## config.mk

```make
export PLATFORM = sky130hd
export DESIGN_NAME = swg_setup
export DESIGN_NICKNAME = d
export VERILOG_FILES = /design/src/rtl/sliding_window_gather_address_top_macros.svh /design/src/rtl/swg_pkg.sv /design/src/rtl/swg_setup.sv
export SDC_FILE = /design/constraint.sdc
export NUM_CORES = 2
export LEC_CHECK = 0
export BUFFER_PORTS_ARGS = -buffer_cell sky130_fd_sc_hd__buf_4
export CAP_MARGIN = 20
export CORE_MARGIN = 1
export CORE_UTILIZATION = 35
export CTS_CLUSTER_SIZE = 16
export DETAILED_ROUTE_END_ITERATION = 10
export GPL_TIMING_DRIVEN = 1
export PLACE_DENSITY = 0.61
export SYNTH_ARGS = -nofsm -noshare
export SYNTH_HDL_FRONTEND = slang
export SYNTH_SLANG_ARGS = --single-unit
```

## constraint.sdc

```tcl
create_clock -name clk -period 26.8 [get_ports clk]
set_input_delay 1.34 -clock clk [delete_from_list [all_inputs] [get_ports clk]]
set_output_delay 1.34 -clock clk [all_outputs]
set_load 0.005 [all_outputs]
```

## src/rtl/sliding_window_gather_address_top_macros.svh

```systemverilog
// Assertion macros for the sliding-window gather address block.
// Used by files that check their own logic; expects clk and rst in scope.
`ifndef SLIDING_WINDOW_GATHER_ADDRESS_TOP_MACROS_SVH
`define SLIDING_WINDOW_GATHER_ADDRESS_TOP_MACROS_SVH
`ifndef SYNTHESIS
`define SWGA_IMPLIES(label, a, b) \
  label: assert property (@(posedge clk) disable iff (rst) (a) |-> (b)) \
    else $error("check failed");
`define SWGA_IMPLIES_NEXT(label, a, b) \
  label: assert property (@(posedge clk) disable iff (rst) (a) |=> (b)) \
    else $error("check failed");
`else
`define SWGA_IMPLIES(label, a, b)
`define SWGA_IMPLIES_NEXT(label, a, b)
`endif
`endif

```

## src/rtl/swg_pkg.sv

```systemverilog
// Shared types and constants for the sliding-window gather address block.
// No dependencies.
`default_nettype none
package swg_pkg;
  localparam int NUM_REGS  = 8;
  localparam int ADDR_BITS = 5;
  localparam int DATA_BITS = 32;
  localparam int REG_BITS  = 16;

  localparam logic [2:0] REG_WIN_SIZE_OUTER   = 3'd0;
  localparam logic [2:0] REG_WIN_SIZE_MID     = 3'd1;
  localparam logic [2:0] REG_WIN_SIZE_INNER   = 3'd2;
  localparam logic [2:0] REG_STRIDE_OUTER     = 3'd3;
  localparam logic [2:0] REG_STRIDE_MID       = 3'd4;
  localparam logic [2:0] REG_STRIDE_INNER     = 3'd5;
  localparam logic [2:0] REG_SRC_EXTENT_MID   = 3'd6;
  localparam logic [2:0] REG_SRC_EXTENT_INNER = 3'd7;

  typedef enum logic [4:0] {
    ST_IDLE      = 5'b00001,
    ST_DIV_INNER = 5'b00010,
    ST_DIV_MID   = 5'b00100,
    ST_MUL_A     = 5'b01000,
    ST_MUL_B     = 5'b10000
  } setup_state_t;

  typedef struct packed {
    logic en;
    logic vld;
  } cell_ctl_t;
endpackage
`default_nettype wire

```

## src/rtl/swg_setup.sv

```systemverilog
// Sequencer that derives window counts and strides from the registers.
// Depends on swg_pkg; one shared bit-serial divider and several multipliers.
`default_nettype none
module swg_setup #(
  parameter int DIMS = 3,
  parameter int IW   = 32,
  parameter int EB   = 16
) (
  input  logic          clk,
  input  logic          rst,
  input  logic          start,
  input  logic [EB-1:0] size0,
  input  logic [EB-1:0] size1,
  input  logic [EB-1:0] size2,
  input  logic [EB-1:0] step1,
  input  logic [EB-1:0] step2,
  input  logic [EB-1:0] ext_m,
  input  logic [EB-1:0] ext_i,
  output logic          busy,
  output logic [IW:0]   wci,
  output logic [IW:0]   wstr0,
  output logic [IW:0]   rstr0,
  output logic [IW:0]   win_total,
  output logic [IW-1:0] pstr0
);
  import swg_pkg::*;

  localparam int NW = EB + 1;
  localparam int CW = $clog2(NW);
  localparam int PW = 3 * EB;
  localparam int SW = (PW > IW + 1) ? PW : IW + 1;
  localparam logic [SW-1:0] LIM = SW'(1) << IW;

  setup_state_t  st;
  logic          load;
  logic [NW-1:0] dnum, drem, dq, den;
  logic [CW-1:0] cnt;
  logic [EB-1:0] wci_r, wcm_r;
  logic [EB-1:0] size0_e, size1_e;
  logic [2*EB-1:0] prod_w, prod_s, prod_p;
  logic [NW-1:0] num_i, num_m;
  logic [NW:0]   sh, dif;
  logic          ge;
  logic [NW-1:0] quo;
  logic [PW-1:0] win_full;

  function automatic logic [IW:0] sat(input logic [SW-1:0] x);
    return (x >= LIM) ? LIM[IW:0] : x[IW:0];
  endfunction

  assign size0_e = (DIMS == 3) ? size0 : EB'(1);
  assign size1_e = (DIMS >= 2) ? size1 : EB'(1);

  // ceil((ext - size + 1) / step) as (ext - size + step) / step
  assign num_i = (size2 > ext_i) ? NW'(step2) : NW'(ext_i) - NW'(size2) + NW'(step2);
  assign num_m = (size1 > ext_m) ? NW'(step1) : NW'(ext_m) - NW'(size1) + NW'(step1);

  assign sh  = {drem, dnum[NW-1]};
  assign dif = sh - {1'b0, den};
  assign ge  = sh >= {1'b0, den};
  assign quo = {dq[NW-2:0], ge};

  assign win_full = PW'(prod_s) * PW'(size0_e);
  assign busy     = load || (st != ST_IDLE);

  always_ff @(posedge clk) begin
    if (rst || start) begin
      // pass through the load state so the divider sees the updated registers
      st   <= ST_IDLE;
      load <= 1'b1;
    end else if (load) begin
      load <= 1'b0;
      st   <= ST_DIV_INNER;
      cnt  <= '0;
      dnum <= num_i;
      drem <= '0;
      den  <= NW'(step2);
    end else begin
      unique case (st)
        ST_DIV_INNER, ST_DIV_MID: begin
          dnum <= dnum << 1;
          drem <= ge ? dif[NW-1:0] : sh[NW-1:0];
          dq   <= quo;
          cnt  <= cnt + CW'(1);
          if (cnt == CW'(NW - 1)) begin
            cnt <= '0;
            if (st == ST_DIV_INNER) begin
              wci_r <= quo[EB-1:0];
              st    <= ST_DIV_MID;
              dnum  <= num_m;
              drem  <= '0;
              den   <= NW'(step1);
            end else begin
              wcm_r <= quo[EB-1:0];
              st    <= ST_MUL_A;
            end
          end
        end
        ST_MUL_A: begin
          prod_w <= wci_r * wcm_r;
          prod_s <= size2 * size1_e;
          prod_p <= ext_i * ext_m;
          st     <= ST_MUL_B;
        end
        ST_MUL_B: begin
          win_total <= sat(SW'(win_full));
          rstr0     <= sat(SW'(prod_s));
          wstr0     <= (DIMS == 3) ? sat(SW'(prod_w)) : LIM[IW:0];
          wci       <= (DIMS >= 2) ? (IW+1)'(wci_r) : LIM[IW:0];
          pstr0     <= IW'(prod_p);
          st        <= ST_IDLE;
        end
        ST_IDLE: begin
          st <= ST_IDLE;
        end
        default: begin
          st <= ST_IDLE;
        end
      endcase
    end
  end
endmodule
`default_nettype wire

```

### Word level (Yosys, flattened, before mapping)

Cells that the tools add are included.
Widths: inputs -> output; s select.

* bits in read-only memories: 0
* memories: 0
* latch bits: 0
* output and inout port bits: 165
* flip-flop bits (word level): 350
* memory bits (writable): 0
* logic and storage cells: 79

* bitwise gates (word level): 3
* reductions and logical operators: 14
* shift-type cells: 0
* equality and inequality tests: 8
* $add $sub $neg: 6
* order comparisons: 4
* mux-type cells: 21
* multipliers: 4
* divide/modulo/power cells: 0

Operators by type and width (count)
* $mux 17: 13
* $mul 16x16->32: 3
* $ge 48x33->1 const B: 1
* $mul 32x16->48: 1
* $add 17x16->17: 2
* $sub 16x16->17: 2
* $gt 16x16->1: 2
* $ge 18x17->1: 1
* $sub 17x17->17: 1
* $mux 16: 1
* $mux 5: 3
* $eq 5x5->1 const B: 2
* $pmux 5 s2: 1
* $reduce_and 5->1: 2
* $reduce_and 3->1: 3
* $reduce_bool 2->1: 3
* $add 5x1->5 const B: 1
* $eq 5x2->1 const B: 1
* $eq 5x3->1 const B: 1
* $eq 5x4->1 const B: 1
* $ne 5x1->1 const B: 1
* $mux 4: 1
* $reduce_and 4->1: 1
* $reduce_or 2->1: 2
* 7 further kinds: 10

### Logic depth before layout (Yosys ltp)

* depth in word-level cells: 7
* gate-level depth with buffers: 27
* depth with buffers taken out: 25

### Worst setup path before layout

Ideal clock, no wire load.

* path type: input-to-reg
* start point: in start
* end point: reg pstr0[0], enable pin
* buffers on the path: 1
* data required time: 25.792 ns
* arrival: 15.582 ns
* stages on the path: 3
* path slack: 10.210 ns
* path through: or3_1 > clkbuf_1 > nor4bb_1

* cells in the longest elaborated chain, start to end: 3

RTL lines
* from (decl): RTL line swg_setup.sv:11 `input logic start,`
* $logic_or 1x1->1: RTL line swg_setup.sv:67 `if (rst || start) begin`
* $not 1->1 (no source line)
* $reduce_and 3->1 (no source line)
* to (signal assigned): RTL line swg_setup.sv:110 `pstr0 <= IW'(prod_p);`
* to (decl): RTL line swg_setup.sv:24 `output logic [IW-1:0] pstr0`

No other way between the ends.
A chain may end at the register's enable or synchronous reset.

### Worst setup path in the final report

* start point: in size0[1]
* end point: reg win_total[32] (data pin)

* cells in the longest elaborated chain, start to end: 2

RTL lines
* from (decl): RTL line swg_setup.sv:12 `input logic [EB-1:0] size0,`
* $mul 32x16->48 (*): RTL line swg_setup.sv:63 `assign win_full = PW'(prod_s) * PW'(size0_e);`
* $ge 48x33->1: RTL line swg_setup.sv:48 `return (x >= LIM) ? LIM[IW:0] : x[IW:0];`
* to (signal assigned): RTL line swg_setup.sv:106 `win_total <= sat(SW'(win_full));`
* to (decl): RTL line swg_setup.sv:23 `output logic [IW:0] win_total,`

Mark *: on every way between the ends. The rest lies on a longest branch, timed or not.

==> reports/summary.md <==
The tools report the number of nets with antenna violations after routing as 0. Source of the worst register-to-register timing path: prod_s[27]. The cell that appears most often on the critical path is sky130_fd_sc_hd__fa_1. The fraction of synthesis flops using an asynchronous set or reset pin came out at 0%. The floorplan has 147 rows. The vertical die dimension works out to 406 µm. For this run, the slowest stage of the critical path takes 0.57 ns.

The flow ran to the end, and the final reports show no timing, DRC or antenna violations. The endpoint of the worst setup timing path is win_total[32]. Sorting the synthesized cells by area gives the leading types as sky130_fd_sc_hd__fa_1 36%, sky130_fd_sc_hd__edfxtp_1 18%, sky130_fd_sc_hd__ha_1 11%. The fraction of final layout cells sized beyond drive strength 1 is 6.93%, and the clock net sink count is 349.

The number of setup buffers added after CTS is 0. Grouping stages by cell kind, the critical path spends the most delay in adder cells. The critical path crosses 25 cells after its start point.

In the finished design, the share of the clock period the worst path needs comes to 29.4%. The required time at the endpoint of the critical path is 27.19 ns. Once layout is complete, the utilization of the core stands at 38.8%. The maximum fanout encountered on the critical timing path is 33, and the largest net degree at the start of global routing is 70. The smallest clock period supported by the final layout is computed as 7.87 ns.

Counting every instance in the synthesized netlist gives 5,961. The max-slew violation total from the final report is 0, and the share of synthesized area spent on multiplexers is 0.639%. The via count of the first global-routing pass is 44,158, and the fraction of the mapped netlist area in simple logic gates is 14.9%. Summed over all layers, the global routing overflow is 0. The combined area of all synthesized cells is 57,100 µm², and the area added between synthesis and finish is 9.47%. After synthesis, the largest family of logic cells by area is adder cells.

Estimated wirelength of the detail-placed design: 118,000 µm. The final number of hold-violating endpoints came out at 0. Clock skew on the completed layout was measured at 0.0325 ns.

Clock tree synthesis inserted a total of 43 buffers. The tools report the total of cells resized after clock tree synthesis as 0. The final routed wire length divided by cell count came out at 18.3 µm. Setup repair after global routing left no endpoint under its margin.

The synthesized netlist devotes 2.38% of its cell area to XOR and XNOR gates. For the register-to-register path setup slack, the log shows 19.02 ns. Launching element of the worst setup path: size0[1].

For the routability congestion estimate, the log shows 0.925. The final setup violation count is 0. Port buffering added 260 buffers. The number of iterations in the first detailed-routing pass is 5. Later-pin clock latency in the skew report: 0.64 ns. The endpoint kind of the worst setup timing path is a register.

The H-tree depth reported by CTS is 2. The final layout contains 7,722 nets. The slowest stage of the critical path belongs to the cell sky130_fd_sc_hd__fa_1. Summed over all instances, the cell type with the most area after synthesis is sky130_fd_sc_hd__fa_1. After clock tree synthesis, the clock-pin slew on the worst setup and hold paths is 0.07 ns. The tree is rooted in a sky130_fd_sc_hd__clkbuf_16. The initial utilization of the core area, before any placement, comes to 35.4%. The fraction of synthesized cell area taken by the top area cell type works out to 36.2%.

The worst setup path is launched from an input port. The global-route usage over all layers is 18.7%. In this run the static leakage power is 29.8 nW.

No sink is reached through more buffers than the 3 on the longest clock path. The run gives 0.127 GHz as the highest clock frequency the design can meet. The run gives 243,000 µm as the global-route wire length before repair.

For the number of top-level design ports, the log shows 280. Summing the areas of all compound-gate instances in the mapped netlist gives 6.14% of the synthesized area. For the pin with the worst max-slew slack, the measured transition is 1.11 ns. The fraction of the mapped netlist area in adder cells works out to 47.5%. The endpoint of the worst-slack reg-to-reg timing path was win_total[32]. Yosys mapped a number of flops with a built-in enable equal to 343. Synthesis instantiated 84 different standard cells from the library. After detailed routing, the number of remaining DRC violations is 0.

The tools report the initial antenna violation count as 26. Counting instances, the worst hold path has a depth of 0. The number of vias per cell is 4.95, and the total vias in the final route is 40,884. Measured along the x axis, the die boundary spans 406 µm.

Wires add up to 151,000 µm. The floorplan step defined a die boundary enclosing 165,000 µm². The number of buffers and inverters on the critical path is 7.

The number of cells on the worst reg-to-reg path is 24. TritonCTS built the clock tree. A synthesized cell averages 9.59 µm². Buffers inserted to repair hold after CTS numbered 0. The worst voltage drop across the vdd grid is 189 µV, and the total of max-cap violations is 0. The worst endpoint data arrival time was 8.26 ns; the setup TNS was 0 ns. In the synthesized netlist the dominant register cell turns out to be sky130_fd_sc_hd__edfxtp_1.

In this run the worst hold path is classified as register to register. After floorplanning, the core was sized to cover 161,000 µm². For this run, the number of Yosys warnings is 0. Power spread over the standard cell area amounts to 97.0 nW/µm². The critical path is of the input port to register type.

The synthesized design contains 349 register bits. The tools report the sequential share of the synthesized area as 18.2%. The tools report the remaining max-slew budget at the tightest pin as 25.7%. The first routing iteration left 2,347 violations.
==> report_power, final <==
group          internal, mW  switching (mW)  leakage (nW)  total [mW]
Sequential            0.742         0.00208          3.23       0.744
Clock                 0.348           0.265         0.710       0.613
Combinational          1.90            2.81          25.9        4.71
Total                  2.99            3.08          29.8        6.07
==> cells by family after synthesis <==
| logic type | count (synthesis) |
|---|---|
| compound gates | 541 |
| xor+xnor | 155 |
| fa+ha+maj | 1549 |
| buf+inv | 1526 |
| flops | 349 |
| mux | 36 |
| other cells | 1 |
| simple gates | 1804 |
==> metrics by stage <==
stage	cell area [µm²]	hold slack [ns]	cells	total power, mW	setup WS, ns
detailed placement	61100	0.405	8173	5.43	18.23
global route	62500	0.427	8253	6.74	18.57
floorplan	57200	0.400	5979	4.32	10.21
CTS	62500	0.410	8251	6.11	18.95
global placement	61000	0.405	8171	5.38	18.30
finish	62600	0.416	8258	6.07	18.93
==> synth_stat cells, drive strengths merged, types with 50 or more instances <==
master	n
and2	398
nand2	886
o21ai	109
ha	516
a21o	81
edfxtp	343
nor2	250
nor3	85
xnor2	105
xor2	50
clkbuf	211
fa	1033
a21oi	154
inv	1274
==> worst register-to-register path: stages (launching register included) <==
cell,delay (ns)
sky130_fd_sc_hd__edfxtp_1,1.00
sky130_fd_sc_hd__nand2_1,0.18
sky130_fd_sc_hd__fa_1,0.57
sky130_fd_sc_hd__inv_1,0.05
sky130_fd_sc_hd__fa_1,0.53
sky130_fd_sc_hd__inv_1,0.05
sky130_fd_sc_hd__fa_1,0.49
sky130_fd_sc_hd__inv_1,0.05
sky130_fd_sc_hd__fa_1,0.51
sky130_fd_sc_hd__fa_1,0.50
sky130_fd_sc_hd__inv_1,0.05
sky130_fd_sc_hd__fa_1,0.48
sky130_fd_sc_hd__inv_1,0.05
sky130_fd_sc_hd__ha_1,0.41
sky130_fd_sc_hd__and4_1,0.32
sky130_fd_sc_hd__nor2b_1,0.19
sky130_fd_sc_hd__nand2_1,0.07
sky130_fd_sc_hd__o22ai_1,0.35
sky130_fd_sc_hd__o21bai_1,0.14
sky130_fd_sc_hd__a211o_1,0.30
sky130_fd_sc_hd__a221o_1,0.30
sky130_fd_sc_hd__a2111oi_2,0.27
sky130_fd_sc_hd__nand4_2,0.14
sky130_fd_sc_hd__buf_4,0.30
sky130_fd_sc_hd__or2_1,0.27
==> how the worst min path moves through the flow <==
stage | from | end | slack [ns]
final | prod_w[11] | wstr0[11] | 0.42
after global routing | prod_w[5] | wstr0[5] | 0.43
after CTS | prod_w[11] | wstr0[11] | 0.41
after detailed placement | prod_w[11] | wstr0[11] | 0.41
after global placement | prod_p[27] | pstr0[27] | 0.41
after floorplan | prod_p[0] | pstr0[0] | 0.40
==> registers in the layout (all words and copies together), names as in the netlist <==
register and cells:
prod_p 32, wstr0 32, wci 16, drem 17, win_total 33, prod_s 32, dq 15, den 16
dnum 17, load 1, wcm_r 16, pstr0 32, cnt 5, st 5, wci_r 16, prod_w 32
rstr0 32
==> area by class of cell <==
cell class	instances	area, µm²
repair buffers	281	2130
clock inverters	30	345
inverters	1279	4800
flip-flops and latches	349	10400
fillers	16038	98700
well taps	2160	2700
multi-input cells	4104	41000
diodes	7	17.5
clock buffers	48	1120
==> cell usage in the layout (no fill, tap or decap), types with 18 or more instances in the layout <==
cell                        synthesis  layout
sky130_fd_sc_hd__nor3_2            30      31
sky130_fd_sc_hd__o21ai_0          106     106
sky130_fd_sc_hd__xnor2_1          105     105
sky130_fd_sc_hd__a31oi_1           23      23
sky130_fd_sc_hd__mux2i_1           32      32
sky130_fd_sc_hd__nand2b_1          18      18
sky130_fd_sc_hd__nand4_1           35      35
sky130_fd_sc_hd__nand3_1           36      36
sky130_fd_sc_hd__nor3_1            55      54
sky130_fd_sc_hd__buf_4             23     279
sky130_fd_sc_hd__nor2_1           250     248
sky130_fd_sc_hd__xor2_1            50      50
sky130_fd_sc_hd__edfxtp_1         343     343
sky130_fd_sc_hd__conb_1             1      19
sky130_fd_sc_hd__a211oi_1          32      32
sky130_fd_sc_hd__o21a_1            22      22
sky130_fd_sc_hd__nor2b_1           20      20
sky130_fd_sc_hd__ha_1             516     516
sky130_fd_sc_hd__and2_1           398     398
sky130_fd_sc_hd__nand2_1          886     886
sky130_fd_sc_hd__a21o_1            81      81
sky130_fd_sc_hd__a21oi_1          153     153
sky130_fd_sc_hd__fa_1            1033    1033
sky130_fd_sc_hd__clkbuf_16          0      43
sky130_fd_sc_hd__inv_1           1270    1270
sky130_fd_sc_hd__o21bai_1          26      26
sky130_fd_sc_hd__or3_1             18      18
==> per-layer routing <==
layer | share of wire [%] | GRT usage [%] | vias up
li1 | - | - | 18553
met1 | 42 | 24.0 | 20751
met2 | 48 | 31.6 | 1242
met3 | 6.9 | 3.60 | 296
met4 | 3.6 | 6.33 | 42
met5 | 0.20 | 0 | -
Power figures use the tool's default switching activity.
